===== src/rtl/pfd_pkg.sv =====
// Shared types, constants and codes for the filtered-derivative PID block.
// Used by every module under rtl; depends on nothing else.
package pfd_pkg;

  localparam int SMP_W   = 16;
  localparam int ERR_W   = 17;
  localparam int DELTA_W = 18;
  localparam int SLOPE_W = 18;
  localparam int INT_W   = 24;
  localparam int ISUM_W  = INT_W + 1;
  localparam int GAIN_W  = 16;
  localparam int DRV_W   = 16;
  localparam int IDX_W   = 3;
  localparam int DATA_W  = 24;
  localparam int OPA_W   = 24;
  localparam int OPB_W   = 16;
  localparam int PROD_W  = OPA_W + OPB_W;
  localparam int ACC_W   = 42;
  localparam int FRAC_W  = 8;
  localparam int SHR_W   = ACC_W - FRAC_W;

  localparam logic signed [OPB_W-1:0]   ALPHA_NEW = 16'sd51;
  localparam logic signed [OPB_W-1:0]   ALPHA_OLD = 16'sd205;
  localparam logic signed [ACC_W-1:0]   ROUND_HALF = 42'sd128;
  localparam logic signed [SLOPE_W-1:0] SLOPE_MAX = 18'sd131071;
  localparam logic signed [SLOPE_W-1:0] SLOPE_MIN = -18'sd131072;

  localparam logic signed [GAIN_W-1:0] RST_GAIN_P   = 16'sd6400;
  localparam logic signed [GAIN_W-1:0] RST_GAIN_I   = 16'sd0;
  localparam logic signed [GAIN_W-1:0] RST_GAIN_D   = 16'sd768;
  localparam logic signed [INT_W-1:0]  RST_INT_UP   = 24'sd0;
  localparam logic signed [INT_W-1:0]  RST_INT_LO   = 24'sd0;
  localparam logic signed [DRV_W-1:0]  RST_DRV_UP   = 16'sd500;
  localparam logic signed [DRV_W-1:0]  RST_DRV_LO   = -16'sd500;

  typedef enum logic [IDX_W-1:0] {
    REG_GAIN_P  = 3'd0,
    REG_GAIN_I  = 3'd1,
    REG_GAIN_D  = 3'd2,
    REG_INT_UP  = 3'd3,
    REG_INT_LO  = 3'd4,
    REG_DRV_UP  = 3'd5,
    REG_DRV_LO  = 3'd6
  } reg_idx_t;

  typedef enum logic [1:0] {
    ACC_HOLD     = 2'd0,
    ACC_LOAD     = 2'd1,
    ACC_LOAD_RND = 2'd2,
    ACC_ADD      = 2'd3
  } acc_op_t;

  typedef struct packed {
    logic    mul_en;
    acc_op_t acc_op;
  } mac_ctrl_t;

  typedef struct packed {
    logic signed [GAIN_W-1:0] gain_p;
    logic signed [GAIN_W-1:0] gain_i;
    logic signed [GAIN_W-1:0] gain_d;
    logic signed [INT_W-1:0]  int_up;
    logic signed [INT_W-1:0]  int_lo;
    logic signed [DRV_W-1:0]  drv_up;
    logic signed [DRV_W-1:0]  drv_lo;
  } cfg_t;

  typedef enum logic [9:0] {
    S_IDLE = 10'b00_0000_0001,
    S_CALC = 10'b00_0000_0010,
    S_MA   = 10'b00_0000_0100,
    S_MB   = 10'b00_0000_1000,
    S_FA   = 10'b00_0001_0000,
    S_FS   = 10'b00_0010_0000,
    S_P    = 10'b00_0100_0000,
    S_I    = 10'b00_1000_0000,
    S_D    = 10'b01_0000_0000,
    S_OUT  = 10'b10_0000_0000
  } state_t;

endpackage


===== src/rtl/pfd_cfg.sv =====
// Configuration register file for the filtered-derivative PID block.
// Depends on pfd_pkg for the register codes, widths and reset values.
module pfd_cfg (
  input  logic                        clk,
  input  logic                        rst,
  input  logic                        cfg_valid,
  output logic                        cfg_ready,
  input  logic [pfd_pkg::IDX_W-1:0]   cfg_index,
  input  logic [pfd_pkg::DATA_W-1:0]  cfg_data,
  output pfd_pkg::cfg_t               cfg
);

  pfd_pkg::cfg_t regs;

  assign cfg_ready = 1'b1;
  assign cfg       = regs;

  always_ff @(posedge clk) begin
    if (rst) begin
      regs.gain_p <= pfd_pkg::RST_GAIN_P;
      regs.gain_i <= pfd_pkg::RST_GAIN_I;
      regs.gain_d <= pfd_pkg::RST_GAIN_D;
      regs.int_up <= pfd_pkg::RST_INT_UP;
      regs.int_lo <= pfd_pkg::RST_INT_LO;
      regs.drv_up <= pfd_pkg::RST_DRV_UP;
      regs.drv_lo <= pfd_pkg::RST_DRV_LO;
    end else if (cfg_valid && cfg_ready) begin
      unique case (pfd_pkg::reg_idx_t'(cfg_index))
        pfd_pkg::REG_GAIN_P: regs.gain_p <= cfg_data[pfd_pkg::GAIN_W-1:0];
        pfd_pkg::REG_GAIN_I: regs.gain_i <= cfg_data[pfd_pkg::GAIN_W-1:0];
        pfd_pkg::REG_GAIN_D: regs.gain_d <= cfg_data[pfd_pkg::GAIN_W-1:0];
        pfd_pkg::REG_INT_UP: regs.int_up <= cfg_data[pfd_pkg::INT_W-1:0];
        pfd_pkg::REG_INT_LO: regs.int_lo <= cfg_data[pfd_pkg::INT_W-1:0];
        pfd_pkg::REG_DRV_UP: regs.drv_up <= cfg_data[pfd_pkg::DRV_W-1:0];
        pfd_pkg::REG_DRV_LO: regs.drv_lo <= cfg_data[pfd_pkg::DRV_W-1:0];
        default: begin
        end
      endcase
    end
  end

endmodule


===== src/rtl/pfd_mac.sv =====
// Shared signed multiply-accumulate unit: registered product, then accumulator.
// Depends on pfd_pkg for operand widths and the accumulator operation codes.
module pfd_mac (
  input  logic                              clk,
  input  pfd_pkg::mac_ctrl_t                ctrl,
  input  logic signed [pfd_pkg::OPA_W-1:0]  op_a,
  input  logic signed [pfd_pkg::OPB_W-1:0]  op_b,
  output logic signed [pfd_pkg::ACC_W-1:0]  acc
);

  logic signed [pfd_pkg::PROD_W-1:0] prod;
  logic signed [pfd_pkg::ACC_W-1:0]  prod_ext;

  assign prod_ext = pfd_pkg::ACC_W'(prod);

  always_ff @(posedge clk) begin
    if (ctrl.mul_en) begin
      prod <= op_a * op_b;
    end
    unique case (ctrl.acc_op)
      pfd_pkg::ACC_HOLD:     acc <= acc;
      pfd_pkg::ACC_LOAD:     acc <= prod_ext;
      pfd_pkg::ACC_LOAD_RND: acc <= prod_ext + pfd_pkg::ROUND_HALF;
      pfd_pkg::ACC_ADD:      acc <= acc + prod_ext;
      default:               acc <= acc;
    endcase
  end

endmodule


===== src/rtl/pfd_seq.sv =====
// Sequencer and state registers of the filtered-derivative PID block.
// Depends on pfd_pkg and instantiates the shared multiply-accumulate unit pfd_mac.
module pfd_seq (
  input  logic                              clk,
  input  logic                              rst,
  input  pfd_pkg::cfg_t                     cfg,
  input  logic                              in_valid,
  output logic                              in_stall,
  input  logic signed [pfd_pkg::SMP_W-1:0]  measured,
  input  logic signed [pfd_pkg::SMP_W-1:0]  setpoint,
  output logic                              out_valid,
  input  logic                              out_stall,
  output logic signed [pfd_pkg::DRV_W-1:0]  drive,
  output pfd_pkg::state_t                   state
);

  pfd_pkg::state_t state_next;
  pfd_pkg::mac_ctrl_t ctrl;

  logic signed [pfd_pkg::ERR_W-1:0]   err;
  logic signed [pfd_pkg::ERR_W-1:0]   prior_error;
  logic signed [pfd_pkg::DELTA_W-1:0] delta;
  logic signed [pfd_pkg::INT_W-1:0]   integral_sum;
  logic signed [pfd_pkg::ISUM_W-1:0]  isum_work;
  logic signed [pfd_pkg::SLOPE_W-1:0] filtered_slope;
  logic                               warmed_up;
  logic                               win;

  logic signed [pfd_pkg::OPA_W-1:0]   op_a;
  logic signed [pfd_pkg::OPB_W-1:0]   op_b;
  logic signed [pfd_pkg::ACC_W-1:0]   acc;
  logic signed [pfd_pkg::SHR_W-1:0]   acc_shr;

  logic signed [pfd_pkg::ERR_W-1:0]   err_in;
  logic        [pfd_pkg::ERR_W-1:0]   err_mag;
  logic signed [pfd_pkg::INT_W+1:0]   win_lim;
  logic signed [pfd_pkg::SLOPE_W-1:0] slope_sat;
  logic signed [pfd_pkg::DRV_W-1:0]   drive_sat;
  logic signed [pfd_pkg::SHR_W-1:0]   drv_hi_clip;
  logic                               out_load;

  assign in_stall = (state != pfd_pkg::S_IDLE);
  assign acc_shr  = acc[pfd_pkg::ACC_W-1:pfd_pkg::FRAC_W];
  assign err_in   = pfd_pkg::ERR_W'(setpoint) - pfd_pkg::ERR_W'(measured);
  assign err_mag  = err[pfd_pkg::ERR_W-1] ? -err : err;
  assign win_lim  = {cfg.int_up[pfd_pkg::INT_W-1], cfg.int_up, 1'b0};
  assign out_load = !out_valid || !out_stall;

  pfd_mac u_mac (
    .clk  (clk),
    .ctrl (ctrl),
    .op_a (op_a),
    .op_b (op_b),
    .acc  (acc)
  );

  always_comb begin
    ctrl.mul_en = 1'b0;
    ctrl.acc_op = pfd_pkg::ACC_HOLD;
    op_a        = pfd_pkg::OPA_W'(err);
    op_b        = cfg.gain_p;
    state_next  = state;
    unique case (state)
      pfd_pkg::S_IDLE: begin
        if (in_valid) state_next = pfd_pkg::S_CALC;
      end
      pfd_pkg::S_CALC: state_next = pfd_pkg::S_MA;
      pfd_pkg::S_MA: begin
        ctrl.mul_en = 1'b1;
        op_a        = pfd_pkg::OPA_W'(delta);
        op_b        = pfd_pkg::ALPHA_NEW;
        state_next  = pfd_pkg::S_MB;
      end
      pfd_pkg::S_MB: begin
        ctrl.mul_en = 1'b1;
        ctrl.acc_op = pfd_pkg::ACC_LOAD_RND;
        op_a        = pfd_pkg::OPA_W'(filtered_slope);
        op_b        = pfd_pkg::ALPHA_OLD;
        state_next  = pfd_pkg::S_FA;
      end
      pfd_pkg::S_FA: begin
        ctrl.acc_op = pfd_pkg::ACC_ADD;
        state_next  = pfd_pkg::S_FS;
      end
      pfd_pkg::S_FS: begin
        ctrl.mul_en = 1'b1;
        op_a        = pfd_pkg::OPA_W'(err);
        op_b        = cfg.gain_p;
        state_next  = pfd_pkg::S_P;
      end
      pfd_pkg::S_P: begin
        ctrl.mul_en = 1'b1;
        ctrl.acc_op = pfd_pkg::ACC_LOAD;
        op_a        = integral_sum;
        op_b        = cfg.gain_i;
        state_next  = pfd_pkg::S_I;
      end
      pfd_pkg::S_I: begin
        ctrl.mul_en = 1'b1;
        ctrl.acc_op = pfd_pkg::ACC_ADD;
        op_a        = pfd_pkg::OPA_W'(filtered_slope);
        op_b        = cfg.gain_d;
        state_next  = pfd_pkg::S_D;
      end
      pfd_pkg::S_D: begin
        ctrl.acc_op = warmed_up ? pfd_pkg::ACC_ADD : pfd_pkg::ACC_HOLD;
        state_next  = pfd_pkg::S_OUT;
      end
      pfd_pkg::S_OUT: begin
        if (out_load) state_next = pfd_pkg::S_IDLE;
      end
      default: state_next = pfd_pkg::S_IDLE;
    endcase
  end

  always_comb begin
    if (acc_shr > pfd_pkg::SHR_W'(pfd_pkg::SLOPE_MAX)) begin
      slope_sat = pfd_pkg::SLOPE_MAX;
    end else if (acc_shr < pfd_pkg::SHR_W'(pfd_pkg::SLOPE_MIN)) begin
      slope_sat = pfd_pkg::SLOPE_MIN;
    end else begin
      slope_sat = acc_shr[pfd_pkg::SLOPE_W-1:0];
    end
    if (acc_shr > pfd_pkg::SHR_W'(cfg.drv_up)) begin
      drv_hi_clip = pfd_pkg::SHR_W'(cfg.drv_up);
    end else begin
      drv_hi_clip = acc_shr;
    end
    if (drv_hi_clip < pfd_pkg::SHR_W'(cfg.drv_lo)) begin
      drive_sat = cfg.drv_lo;
    end else begin
      drive_sat = drv_hi_clip[pfd_pkg::DRV_W-1:0];
    end
  end

  always_ff @(posedge clk) begin
    if (rst) begin
      state          <= pfd_pkg::S_IDLE;
      out_valid      <= 1'b0;
      warmed_up      <= 1'b0;
      prior_error    <= '0;
      integral_sum   <= '0;
      filtered_slope <= '0;
    end else begin
      state <= state_next;
      if ((state == pfd_pkg::S_OUT) && out_load) begin
        out_valid <= 1'b1;
      end else if (out_valid && !out_stall) begin
        out_valid <= 1'b0;
      end
      unique case (state)
        pfd_pkg::S_IDLE: begin
          if (in_valid) err <= err_in;
        end
        pfd_pkg::S_CALC: begin
          delta <= pfd_pkg::DELTA_W'(err) - pfd_pkg::DELTA_W'(prior_error);
          win   <= $signed({1'b0, err_mag}) < win_lim;
        end
        pfd_pkg::S_MA: begin
          isum_work <= win ? pfd_pkg::ISUM_W'(integral_sum) + pfd_pkg::ISUM_W'(err)
                           : pfd_pkg::ISUM_W'(integral_sum);
        end
        pfd_pkg::S_MB: begin
          if (isum_work > pfd_pkg::ISUM_W'(cfg.int_up)) begin
            isum_work <= pfd_pkg::ISUM_W'(cfg.int_up);
          end
        end
        pfd_pkg::S_FA: begin
          if (isum_work < pfd_pkg::ISUM_W'(cfg.int_lo)) begin
            integral_sum <= cfg.int_lo;
          end else begin
            integral_sum <= isum_work[pfd_pkg::INT_W-1:0];
          end
        end
        pfd_pkg::S_FS: begin
          filtered_slope <= slope_sat;
          prior_error    <= err;
        end
        pfd_pkg::S_D: begin
          warmed_up <= 1'b1;
        end
        pfd_pkg::S_OUT: begin
          if (out_load) begin
            drive <= drive_sat;
          end
        end
        default: begin
        end
      endcase
    end
  end

endmodule


===== src/rtl/pid_filtered_derivative.sv =====
// Top level of the PID controller with windowed integration and filtered derivative.
// Depends on pfd_pkg and instantiates pfd_cfg and pfd_seq.
//
// The block takes one beat of measured and setpoint when in_stall is low, works it
// through the sequencer steps CALC, MA, MB, FA, FS, P, I, D and OUT, and presents one
// drive beat in its output register; only then does it take the next input beat. The
// single shared multiply-accumulate unit forms the five products of an item in turn
// under a small sequencer. If the previous drive beat is still held by out_stall, the
// sequencer waits with the finished result until the output register is free. The user
// is to write configuration registers only while the block is idle; the block does not
// enforce this. Writes to an unknown index are ignored.
module pid_filtered_derivative (
  input  logic                              clk,
  input  logic                              rst,
  input  logic                              cfg_valid,
  output logic                              cfg_ready,
  input  logic [pfd_pkg::IDX_W-1:0]         cfg_index,
  input  logic [pfd_pkg::DATA_W-1:0]        cfg_data,
  input  logic                              in_valid,
  output logic                              in_stall,
  input  logic signed [pfd_pkg::SMP_W-1:0]  measured,
  input  logic signed [pfd_pkg::SMP_W-1:0]  setpoint,
  output logic                              out_valid,
  input  logic                              out_stall,
  output logic signed [pfd_pkg::DRV_W-1:0]  drive
);

  pfd_pkg::cfg_t   cfg;
  pfd_pkg::state_t state;

  pfd_cfg u_cfg (
    .clk       (clk),
    .rst       (rst),
    .cfg_valid (cfg_valid),
    .cfg_ready (cfg_ready),
    .cfg_index (cfg_index),
    .cfg_data  (cfg_data),
    .cfg       (cfg)
  );

  pfd_seq u_seq (
    .clk       (clk),
    .rst       (rst),
    .cfg       (cfg),
    .in_valid  (in_valid),
    .in_stall  (in_stall),
    .measured  (measured),
    .setpoint  (setpoint),
    .out_valid (out_valid),
    .out_stall (out_stall),
    .drive     (drive),
    .state     (state)
  );

  a_busy_after_accept: assert property (@(posedge clk) disable iff (rst)
    in_valid && !in_stall |=> in_stall)
    else $error("input accepted while an item is still being worked on");

  a_result_from_final_step: assert property (@(posedge clk) disable iff (rst)
    $rose(out_valid) |-> $past(state == pfd_pkg::S_OUT))
    else $error("drive beat raised outside the final sequencer step");

  a_drive_in_limits: assert property (@(posedge clk) disable iff (rst)
    out_valid && (cfg.drv_lo <= cfg.drv_up) |-> (drive >= cfg.drv_lo) && (drive <= cfg.drv_up))
    else $error("drive beat outside the configured output limits");

endmodule


===== config.mk =====
export PLATFORM = sky130hd
export DESIGN_NAME = pid_filtered_derivative
export DESIGN_NICKNAME = d
export VERILOG_FILES = /design/src/rtl/pfd_pkg.sv /design/src/rtl/pfd_cfg.sv /design/src/rtl/pfd_mac.sv /design/src/rtl/pfd_seq.sv /design/src/rtl/pid_filtered_derivative.sv
export SDC_FILE = /design/constraint.sdc
export NUM_CORES = 2
export LEC_CHECK = 0
export ABC_AREA = 1
export BUFFER_PORTS_ARGS = -buffer_cell sky130_fd_sc_hd__buf_2
export CORE_MARGIN = 1
export CORE_UTILIZATION = 60
export DETAILED_ROUTE_END_ITERATION = 12
export PLACE_DENSITY_LB_ADDON = 0.25
export SKIP_LAST_GASP = 1
export SYNTH_ARGS = -nofsm -noshare
export SYNTH_HDL_FRONTEND = slang
export SYNTH_SLANG_ARGS = --single-unit

===== constraint.sdc =====
create_clock -name clk -period 9.55 [get_ports clk]
set_input_delay 1.4325 -clock clk [delete_from_list [all_inputs] [get_ports clk]]
set_output_delay 1.4325 -clock clk [all_outputs]
set_load 0.05 [all_outputs]

==> impl_metrics.yaml <==
status:
  outcome: "finished clean"
finish:
  postLayoutCoreUtil_pct: 64.7
  drive_gt1_share_pct: 5.80
  final_nets: 5513
  syn_to_final_growth_pct: 6.66
  fill_cells: 5426
yosys:
  ys_ff_latch: 358
  seq_area_frac_synth_pct: 23.4
  synth_top_family_by_area: "adder cells"
  synth_fa_ha_area_share_pct: 31.2
  synthXorXnorAreaFrac_pct: 3.11
  syn_inst: 4718
  synth-simple-area-share_pct: 16.6
  synth_edf_count: 159
  yosys.cell_types.count: 69
  ys.flop_type: "dfxtp_1"
  async_reset_ff_share_pct: 0
  synth_compound_area_share_pct: 14.7
  muxShareOfSynthArea_pct: 0
  ys_warn_count: 0
  syn_nets: 5489
  synth.avg_cell_area_um2: 7.94
  netlist_area_mm2: 0.0375
sta:
  fin_ws_ns: 0.805
  period_minus_slack_ns: 8.75
  max_slew.worst_pin.slew_ns: 1.24
  fin_crit_sh_pct: 91.6
  setup_viol: 0
  drv_slew: 0
  worst_clock_skew_ns: 0.0353
  clock.fmax_mhz: 114
  setup_tns_ns: 0
  slew_headroom_pct: 17.4
  hold_slack_ns: 0.456
  rsz0062_at_grt: "no"
  hold_viol: 0
detailed_routing:
  drc: 0
  dr.pass1.iters: 6
  drt-total-wl_mm: 112
  drt_iter0_drc: 3100
  avgRoutedWirePerCell_um: 19.9
  vias: 32711
  avgViaCountPerCell: 5.83
  antenna_left: 0
global_route:
  grt_pass1_vias: 31851
  track_usage_pct: 35.9
  grt_pass1_wl_mm: 175
  antenna_found_initial: 0
  gr-total-overflow: 0
  grt_max_degree: 117
worst_setup_path:
  cp-start-kind: "register"
  r2r-start: "u_seq.state[2]"
  critical_path_peak_fanout: 28
  slowest_delay_ns: 0.79
  cp_common_cell: "fa_1"
  cp.required_ns: 9.88
  critPathKind: "reg -> reg"
  rrSetupSlack_ns: 0.80
  cp.arrival_ns: 9.07
  rr_endpoint: "u_seq.u_mac.prod[38]"
  worstSetupEndpoint: "u_seq.u_mac.prod[38]"
  cpMaxStageDelayCell: "fa_1"
  worstSetupEndpointType: "register"
  cp-startpoint: "u_seq.state[2]"
  worstRegToRegCells: 33
die:
  start_util_pct: 60.7
  die_w_um: 252
  die_h_um: 252
  die_area_mm2: 0.0634
  io_pins: 83
  rows: 91
  core_area_mm2: 0.0617
clock_network:
  cts_root_buffer: "clkbuf_16"
  clock_path_buffers: 3
  cts_buffers: 41
  cts.sinks: 358
  cts_resized: 0
  post_cts_buffers: 0
  htreeDepth: 2
  clk_latency_ns: 0.61
  cts_tree: "built"
  ctsHoldBuffers: 0
  path_clk_slew_ns: 0.06
hold_path:
  hold_path.startpoint: "u_cfg.cfg[84]"
  min_path_type: "reg -> reg"
placed_design:
  portBuffers: 81
  globalplace.congestion: 1.01
  place_ws_ns: 0.879
  dp_hpwl_mm: 87.7
power_and_ir_drop:
  powerDensity_mw_per_mm2: 302
  ir_drop_mv: 0.440
  power.total_w: 0.0121
  p_leak_nw: 19.0
job:
  cap_violations: 0
## cell type report
class / instances / area [µm²] / area share [%]
Clock buffer: 59 / 1160 / 2.90
Antenna cell: 1 / 2.50 / 0.00626
Sequential cell: 358 / 8760 / 21.9
Tap cell: 837 / 1050 / 2.62
Timing Repair Buffer: 115 / 661 / 1.65
Inverter: 936 / 3520 / 8.81
Clock inverter: 14 / 180 / 0.451
Multi-Input combinational cell: 3290 / 24600 / 61.6
## power breakdown
part / switching, W / internal [W]
combinational: 0.00535 / 0.00303
clock: 0.000679 / 0.000912
sequential: 0.0000918 / 0.00200
total: 0.00612 / 0.00594
## placed cells by master (no fill, tap or decap), types with 123 or more instances in the layout
cell / Yosys / layout
o21ai_0: 317 / 317
a21oi_1: 362 / 362
edfxtp_1: 159 / 159
ha_1: 329 / 329
nand3_1: 123 / 123
fa_1: 378 / 378
dfxtp_1: 199 / 199
nor2_1: 390 / 389
inv_1: 894 / 893
nand2_1: 841 / 840
## kinds of logic after synthesis
logic type / count (synthesis)
simple gates: 1508
buf+inv: 1070
compound gates: 941
fa+ha+maj: 707
flops: 358
xor+xnor: 133
other cells: 1
## routing by layer
metal | global-route usage (%) | routed length, µm | vias up
li1 | - | - | 15242
met2 | 56.9 | 49600 | 1549
met5 | 0 | 0 | -
met4 | 16.8 | 5850 | 0
met3 | 5.92 | 10500 | 354
met1 | 48.3 | 45900 | 15566
## worst max-delay path, delay by kind of cell (launching register included)
family	cells	cell delay, ns
AOI/OAI and AO/OA	1	0.16
xor gates and xnor gates	1	0.07
and+or+nand+nor	15	2.57
buffers and inverters	9	1.21
adders and majority gates	7	4.02
DFF	1	0.40
## state kept, by name, summed over array words and instances (netlist names)
register              cells
u_cfg.cfg               128
u_seq.u_mac.acc          42
u_seq.u_mac.prod         40
u_seq.isum_work          25
u_seq.integral_sum       24
u_seq.delta              18
u_seq.filtered_slope     18
u_seq.err                17
u_seq.prior_error        17
u_seq.drive              16
u_seq.state              10
u_seq.out_valid           1
u_seq.warmed_up           1
u_seq.win                 1
## cells in the mapped netlist, drive strengths merged, types with 5 or more instances
cell,count,share of area (%)
a21boi,19,0.38
o21ai,335,4.5
fa,378,20
dfxtp,199,11
nand3b,7,0.14
clkinv,5,0.050
inv,931,9.3
buf,48,0.71
o21bai,10,0.20
edfxtp,159,13
a31oi,20,0.33
or2,12,0.20
a221oi,31,1.0
nor3b,5,0.10
a21o,15,0.30
o2111ai,14,0.33
clkbuf,86,0.86
nor3,54,0.82
a211oi,10,0.20
ha,329,11
nor2,398,4.1
o22ai,6,0.10
nand2,857,8.7
o211ai,63,1.3
a22oi,7,0.14
a21oi,362,4.8
o21a,17,0.34
nand4,28,0.47
xor2,84,2.0
o221ai,15,0.35
nand3,124,1.7
nor4,19,0.32
xnor2,49,1.1
## worst min path at each step
| stage | depth (start not counted) | end | slack (ns) |
|---|---|---|---|
| after floorplan | 2 | u_cfg.cfg[100] | 0.43 |
| after global placement | 2 | u_cfg.cfg[100] | 0.44 |
| after detailed placement | 2 | u_cfg.cfg[84] | 0.45 |
| after CTS | 2 | u_cfg.cfg[106] | 0.46 |
| after global routing | 2 | u_cfg.cfg[101] | 0.48 |
| final | 2 | u_cfg.cfg[84] | 0.46 |
## metrics by stage
| stage | cell area (µm²) | std cells |
|---|---|---|
| 3_5_place_dp | 38600 | 5536 |
| 4_1_cts | 40000 | 5609 |
| 6_report | 40000 | 5610 |
| 5_1_grt | 40000 | 5609 |
| 3_3_place_gp | 38600 | 5536 |
| 2_1_floorplan | 37500 | 4718 |
(Power assumes the default switching activity.)
